<file path="src/rtl/core/lah_pkg.sv">
`timescale 1ns / 1ps
`default_nettype none
// ----------------------------------------------------------------------------
// lah_pkg
// Types, constants and fixed-point helpers for the humidity coupler.
// ----------------------------------------------------------------------------
package lah_pkg;

   localparam int FRAC_BITS = 16;
   localparam int DATA_W    = 32;
   localparam int CNT_W     = 9;
   localparam int RATE_W    = 10;
   localparam int SCALE_W   = 31;
   localparam int CSR_IDX_W = 3;
   localparam int PROD_W    = 66;
   localparam int DVD_W     = DATA_W + FRAC_BITS;

   localparam logic signed [DATA_W-1:0] TK_Q    = 32'sd17901814;
   localparam logic signed [DATA_W-1:0] KO2_Q   = 32'sd3002;
   localparam logic signed [DATA_W-1:0] TENTH_Q = 32'sd6554;
   localparam logic signed [DATA_W-1:0] QMIN_Q  = 32'sd1638400;
   localparam logic [DATA_W-1:0]        DECAY_Q32 = 32'd4085499269;
   localparam logic signed [DATA_W-1:0] Q_MAX = 32'sh7FFFFFFF;
   localparam logic signed [DATA_W-1:0] Q_MIN = 32'sh80000000;

   typedef enum logic [CSR_IDX_W-1:0] {
      REG_PATH_SCALE = 3'd0,
      REG_COEF_ZERO  = 3'd1,
      REG_COEF_ONE   = 3'd2,
      REG_COEF_TWO   = 3'd3,
      REG_COEF_THREE = 3'd4,
      REG_SAMPLE_RATE = 3'd5
   } csr_index_type;

   typedef enum logic [4:0] {
      CMD_NOP, CMD_LOAD, CMD_MUL_KP, CMD_FIN, CMD_MUL_P, CMD_DIV_TK, CMD_SET_V,
      CMD_MUL_E, CMD_SET_E, CMD_MUL_C3, CMD_ADD_C2, CMD_MUL_ACC, CMD_ADD_C1,
      CMD_ADD_C0, CMD_DIV_PS, CMD_SET_EST, CMD_MUL_S3, CMD_ADD_2C2, CMD_SET_SLOPE,
      CMD_SET_BASE, CMD_DIV_STEADY, CMD_SET_GAIN, CMD_MUL_G, CMD_DIV_SLOPE,
      CMD_SET_RC, CMD_SET_U, CMD_FINISH
   } cmd_type;

   typedef enum logic [5:0] {
      S_IDLE, S_KP, S_KPF, S_P, S_PF, S_DVO, S_V, S_ME, S_SE,
      S_C3, S_A2, S_M1, S_A1, S_M0, S_A0, S_DC, S_EST,
      S_S3, S_SA2, S_SM1, S_SA1, S_DS, S_SL, S_BASE, S_DST, S_GAIN,
      S_MG, S_FG, S_DD, S_RC, S_U, S_OUT, S_WAIT
   } state_type;

   typedef struct packed {
      logic div_done;
      logic out_busy;
   } status_type;

   function automatic logic signed [DATA_W-1:0] sat32(input logic signed [PROD_W-1:0] x);
      if (x > PROD_W'(Q_MAX)) return Q_MAX;
      if (x < PROD_W'(Q_MIN)) return Q_MIN;
      return x[DATA_W-1:0];
   endfunction

   function automatic logic signed [DATA_W-1:0] qadd(input logic signed [DATA_W-1:0] a,
                                                     input logic signed [DATA_W-1:0] b);
      return sat32(PROD_W'(a) + PROD_W'(b));
   endfunction

   function automatic logic signed [DATA_W-1:0] qsub(input logic signed [DATA_W-1:0] a,
                                                     input logic signed [DATA_W-1:0] b);
      return sat32(PROD_W'(a) - PROD_W'(b));
   endfunction

   // round half up, floor shift, saturate
   function automatic logic signed [DATA_W-1:0] qfin(input logic signed [PROD_W-1:0] p);
      logic signed [PROD_W-1:0] r;
      r = p + (PROD_W'(1) <<< (FRAC_BITS - 1));
      return sat32(r >>> FRAC_BITS);
   endfunction

endpackage
`default_nettype wire

</file>
<file path="src/rtl/core/lah_ctrl.sv">
`timescale 1ns / 1ps
`default_nettype none
// ----------------------------------------------------------------------------
// lah_ctrl
// Sequencer: walks one item through the datapath operations.
// ----------------------------------------------------------------------------
module lah_ctrl (
   input  wire logic                 clock,
   input  wire logic                 reset,
   input  wire logic                 req_valid,
   output logic                      req_stall,
   input  wire lah_pkg::status_type  status,
   output lah_pkg::cmd_type          cmd
);
   import lah_pkg::*;

   state_type state_ff, state_in;
   state_type ret_ff, ret_in;
   logic      pass_ff, pass_in;

   always_ff @(posedge clock) begin
      if (reset) begin
         state_ff <= S_IDLE;
         ret_ff   <= S_IDLE;
         pass_ff  <= 1'b0;
      end else begin
         state_ff <= state_in;
         ret_ff   <= ret_in;
         pass_ff  <= pass_in;
      end
   end

   always_comb begin
      state_in  = state_ff;
      ret_in    = ret_ff;
      pass_in   = pass_ff;
      cmd       = CMD_NOP;
      req_stall = 1'b1;
      case (state_ff)
         S_IDLE: begin
            req_stall = 1'b0;
            pass_in   = 1'b0;
            if (req_valid) begin
               cmd      = CMD_LOAD;
               state_in = S_KP;
            end
         end
         S_KP:  begin cmd = CMD_MUL_KP; state_in = S_KPF; end
         S_KPF: begin cmd = CMD_FIN;    state_in = S_P; end
         S_P:   begin cmd = CMD_MUL_P;  state_in = S_PF; end
         S_PF:  begin cmd = CMD_FIN;    state_in = S_DVO; end
         S_DVO: begin cmd = CMD_DIV_TK; ret_in = S_V; state_in = S_WAIT; end
         S_V:   begin cmd = CMD_SET_V;  state_in = S_ME; end
         S_ME:  begin cmd = CMD_MUL_E;  state_in = S_SE; end
         S_SE:  begin cmd = CMD_SET_E;  state_in = S_C3; end
         S_C3:  begin cmd = CMD_MUL_C3; state_in = S_A2; end
         S_A2:  begin cmd = CMD_ADD_C2; state_in = S_M1; end
         S_M1:  begin cmd = CMD_MUL_ACC; state_in = S_A1; end
         S_A1:  begin cmd = CMD_ADD_C1; state_in = S_M0; end
         S_M0:  begin cmd = CMD_MUL_ACC; state_in = S_A0; end
         S_A0:  begin cmd = CMD_ADD_C0; state_in = S_DC; end
         S_DC: begin
            cmd      = CMD_DIV_PS;
            ret_in   = pass_ff ? S_OUT : S_EST;
            state_in = S_WAIT;
         end
         S_EST: begin cmd = CMD_SET_EST; state_in = S_S3; end
         S_S3:  begin cmd = CMD_MUL_S3;  state_in = S_SA2; end
         S_SA2: begin cmd = CMD_ADD_2C2; state_in = S_SM1; end
         S_SM1: begin cmd = CMD_MUL_ACC; state_in = S_SA1; end
         S_SA1: begin cmd = CMD_ADD_C1;  state_in = S_DS; end
         S_DS:  begin cmd = CMD_DIV_PS;  ret_in = S_SL; state_in = S_WAIT; end
         S_SL:  begin cmd = CMD_SET_SLOPE; state_in = S_BASE; end
         S_BASE: begin cmd = CMD_SET_BASE; state_in = S_DST; end
         S_DST: begin cmd = CMD_DIV_STEADY; ret_in = S_GAIN; state_in = S_WAIT; end
         S_GAIN: begin cmd = CMD_SET_GAIN; state_in = S_MG; end
         S_MG:  begin cmd = CMD_MUL_G;  state_in = S_FG; end
         S_FG:  begin cmd = CMD_FIN;    state_in = S_DD; end
         S_DD:  begin cmd = CMD_DIV_SLOPE; ret_in = S_RC; state_in = S_WAIT; end
         S_RC:  begin cmd = CMD_SET_RC; state_in = S_U; end
         S_U: begin
            cmd      = CMD_SET_U;
            pass_in  = 1'b1;
            state_in = S_C3;
         end
         S_OUT: begin
            if (!status.out_busy) begin
               cmd      = CMD_FINISH;
               state_in = S_IDLE;
            end
         end
         S_WAIT: begin
            if (status.div_done) state_in = ret_ff;
         end
         default: state_in = S_IDLE;
      endcase
   end

endmodule
`default_nettype wire

</file>
<file path="config.mk">
export PLATFORM = sky130hd
export DESIGN_NAME = lah_ctrl
export DESIGN_NICKNAME = d
export VERILOG_FILES = /design/src/rtl/core/lah_pkg.sv /design/src/rtl/core/lah_ctrl.sv
export SDC_FILE = /design/constraint.sdc
export NUM_CORES = 1
export LEC_CHECK = 0
export ABC_AREA = 1
export BUFFER_PORTS_ARGS = -buffer_cell sky130_fd_sc_hd__buf_2
export CAP_MARGIN = 25
export CELL_PAD_IN_SITES_DETAIL_PLACEMENT = 1
export CELL_PAD_IN_SITES_GLOBAL_PLACEMENT = 1
export CORE_UTILIZATION = 30
export CTS_CLUSTER_DIAMETER = 40
export DETAILED_ROUTE_END_ITERATION = 6
export GPL_ROUTABILITY_DRIVEN = 0
export HOLD_SLACK_MARGIN = 0.08
export PLACE_DENSITY_LB_ADDON = 0.12
export SLEW_MARGIN = 40
export SYNTH_ARGS = -nofsm -noshare
export SYNTH_HDL_FRONTEND = slang
export SYNTH_SLANG_ARGS = --single-unit
</file>
<file path="constraint.sdc">
create_clock -name clock -period 1.7 [get_ports clock]
set_input_delay 0.17 -clock clock [delete_from_list [all_inputs] [get_ports clock]]
set_output_delay 0.17 -clock clock [all_outputs]
set_load 0.005 [all_outputs]
</file>
==> key figures <==
Global route
  • Initial antenna violation count: 0
  • First-pass GRT wire length: 7.75 mm
  • Total Routing Usage GR: 25.5%
  • Total gr overflow: 0
  • Largest net degree at the start of global routing: 11
  • Vias in the first global route: 1509

Run status
  • Violated checks: negative setup slack
  • Outcome: finished, violations left

Detailed routing
  • Vias: 1580
  • 1st-iter DRT viols: 221
  • Routed Antenna Nets: 0
  • DR WL/cell: 21.3 um
  • Drt pass-1 iters: 4
  • Drt drc: 0
  • Via density: 5.64
  • Post-Route WL: 5.98 mm

Finish
  • Layout net count: 240
  • Design Area, Final: 1870 um2
  • Diodes inserted: 0
  • Most frequent cells in the layout: nand2_1 (24), buf_4 (24), nand3_1 (22)
  • Share of cells above drive strength 1: 54.7%
  • P&R area growth vs syn: 65.2%
  • FILL cells: 455
  • Fin util: 54.0%

Power and ir drop
  • Combinational Power Share: 68.5%
  • Sw frac: 48.9%
  • Pint: 1.08 mW
  • Clock Power Share: 12.8%
  • Share of power burned in registers: 18.7%
  • Worst VDD drop: 674 uV
  • Power Density: 1130 nW/um2
  • Leak pwr: 0.897 nW
  • Sw Pwr: 1.04 mW

CTS
  • # clock sinks: 11
  • H-tree levels: 1
  • Total CTS buffers: 3
  • TritonCTS clock tree: built
  • Worst skew pair latency: 0.25 ns
  • CTS Root Cell: clkbuf_8
  • Hold buffer count at CTS: 0
  • Clock-pin slew of the registers on the worst-case setup and hold paths: 0.06 ns
  • Longest Clk Path Bufs: 2

Setup path
  • Crit Path Category: flip-flop to output pin
  • Critical Path AT: 1.62 ns
  • WP data required: 1.53 ns
  • CP max FO: 5
  • Critical Path Sink Type: output pin
  • CP startpoint kind: flip-flop

Placement
  • Post-DP Area: 1240 um2
  • Pre-CTS setup slack: -0.00952 ns
  • Port bufs: 10
  • HPWL Detailed: 3.37 mm

Yosys
  • Synth area leader: dfxtp_1
  • Cells after Synth: 188
  • Post-synth cell types: 30
  • Sequential share of the synthesized area: 19.4%
  • Mapped Nets: 193
  • Post-synth top area share: 19.4%
  • Synth Register Bits: 11
  • Avg Synthesized Cell Area: 6.04 um2
  • Synthesized area: 1130 um2
  • Yosys Warn Count: 0
  • Synth area leaders: dfxtp_1 (19%), nand3_1 (19%), nand2_1 (11%), nor2_1 (9.3%), nor2_4 (8.9%)

Floorplanning
  • Die area: 4030 um2
  • Initial Utilization: 32.7%
  • Die height: 63.5 um
  • Core area: 3470 um2
  • Die W: 63.5 um
  • I/O pin count: 11
  • Core Rows: 21

STA
  • Final WS setup: -0.0938 ns
  • RSZ-0062 raised after global routing: true
  • Fin Clk Skew: 0.00858 ns
  • Slew @ Worst Pin: 0.355 ns
  • Final Max Slew Viols: 0
  • Max_slew headroom: 76.1%
  • Final setup vio count: 5
  • Fmax achieved: 557 MHz
  • Min cycle time layout: 1.79 ns
  • Period utilization: 106%
  • Final Hold Viols: 0

Min path
  • Min-delay worst type: input pin to flip-flop

Job
  • Max_cap viols: 0
[synth_stat cells]
master	count
nand2_4	1
nand3b_1	1
a21oi_1	7
o211ai_1	2
nand4_1	4
nand2_1	34
inv_2	4
buf_4	1
clkinv_1	1
dfxtp_1	11
buf_2	1
nor2_4	9
nor4_1	1
buf_6	2
o21ai_0	3
buf_1	1
a31oi_1	4
nand3_2	1
nand3_1	43
o21ai_1	3
nor2_1	28
o21ai_2	1
nor3b_1	1
a21oi_2	1
nand2_2	6
nor2_2	2
nor3_1	2
inv_1	11
o21a_1	1
and2_4	1
[power by group through the flow]
stage               sequential, mW  clock [mW]  combinational, mW
finish                       0.398       0.271               1.45
detailed placement           0.359           0              0.884
global route                 0.406       0.293               1.52
floorplan                    0.354           0              0.635
CTS                          0.372       0.283               1.07
global placement             0.355           0              0.888
[what timing repair did]
item	4_1_cts	5_1_grt
resized for setup	36	43
pin swaps	14	19
buffers inserted	16	14
cloned	1	1
setup endpoints to repair	5	8
[worst paths after layout]
kind / slack [ns] / from / endpoint / depth (start not counted)
max reg2reg: 0.04 / state_ff[1] / state_ff[0] / 10
min reg2reg: 0.48 / ret_ff[4] / ret_ff[4] / 2
min: 0.19 / reset / state_ff[4] / 2
max: -0.09 / state_ff[5] / cmd[2] / 7
[sequential cells by signal (all words and copies together), names as in the netlist]
signal / flops
state_ff: 6
ret_ff: 4
pass_ff: 1
[kinds of logic (layout without fill, tap and decap cells)]
group | after synthesis | after routing | share of synthesized area [%]
simple gates | 134 | 136 | 60.4
compound gates | 22 | 22 | 11.5
buf+inv | 21 | 65 | 8.71
flops | 11 | 11 | 19.4
[area by class of cell]
class,instances,area [um2],area share [%]
Inverter,16,70.1,3.74
Tap cell,46,57.6,3.07
Clock inverter,1,5.00,0.267
Sequential cell,11,243,13.0
Timing Repair Buffer,45,398,21.2
Clock buffer,3,41.3,2.20
Multi-Input combinational cell,158,1060,56.5
[worst max-delay path, cell delays in order, from the launching register on]
cell and delay (ns):
dfxtp_4 0.43, nor2_4 0.09, buf_12 0.14, nand3_2 0.11
nand2_1 0.07, nor3_1 0.25, nand3_1 0.13, buf_2 0.15
[per-stage QoR]
| stage | std cells | hold slack [ns] | power (mW) | TNS [ns] |
|---|---|---|---|---|
| after floorplan | 188 | 0.376 | 0.989 | 0 |
| after global placement | 244 | 0.455 | 1.24 | 0 |
| after detailed placement | 244 | 0.463 | 1.24 | -0.00952 |
| after CTS | 265 | 0.188 | 1.73 | -0.00262 |
| after global routing | 280 | 0.209 | 2.22 | -0.517 |
| final | 280 | 0.190 | 2.12 | -0.267 |
[layer usage]
layer | GRT usage, % | part of all wire (%) | vias up | wire, um
met5 | 0 | 0 | - | 0
met4 | 14.5 | 3.1 | 0 | 183
met3 | 3.08 | 4.6 | 16 | 275
met2 | 44.0 | 49 | 58 | 2900
met1 | 30.0 | 44 | 776 | 2610
li1 | - | - | 730 | -
Note: power is estimated with default switching activity, not from simulation.
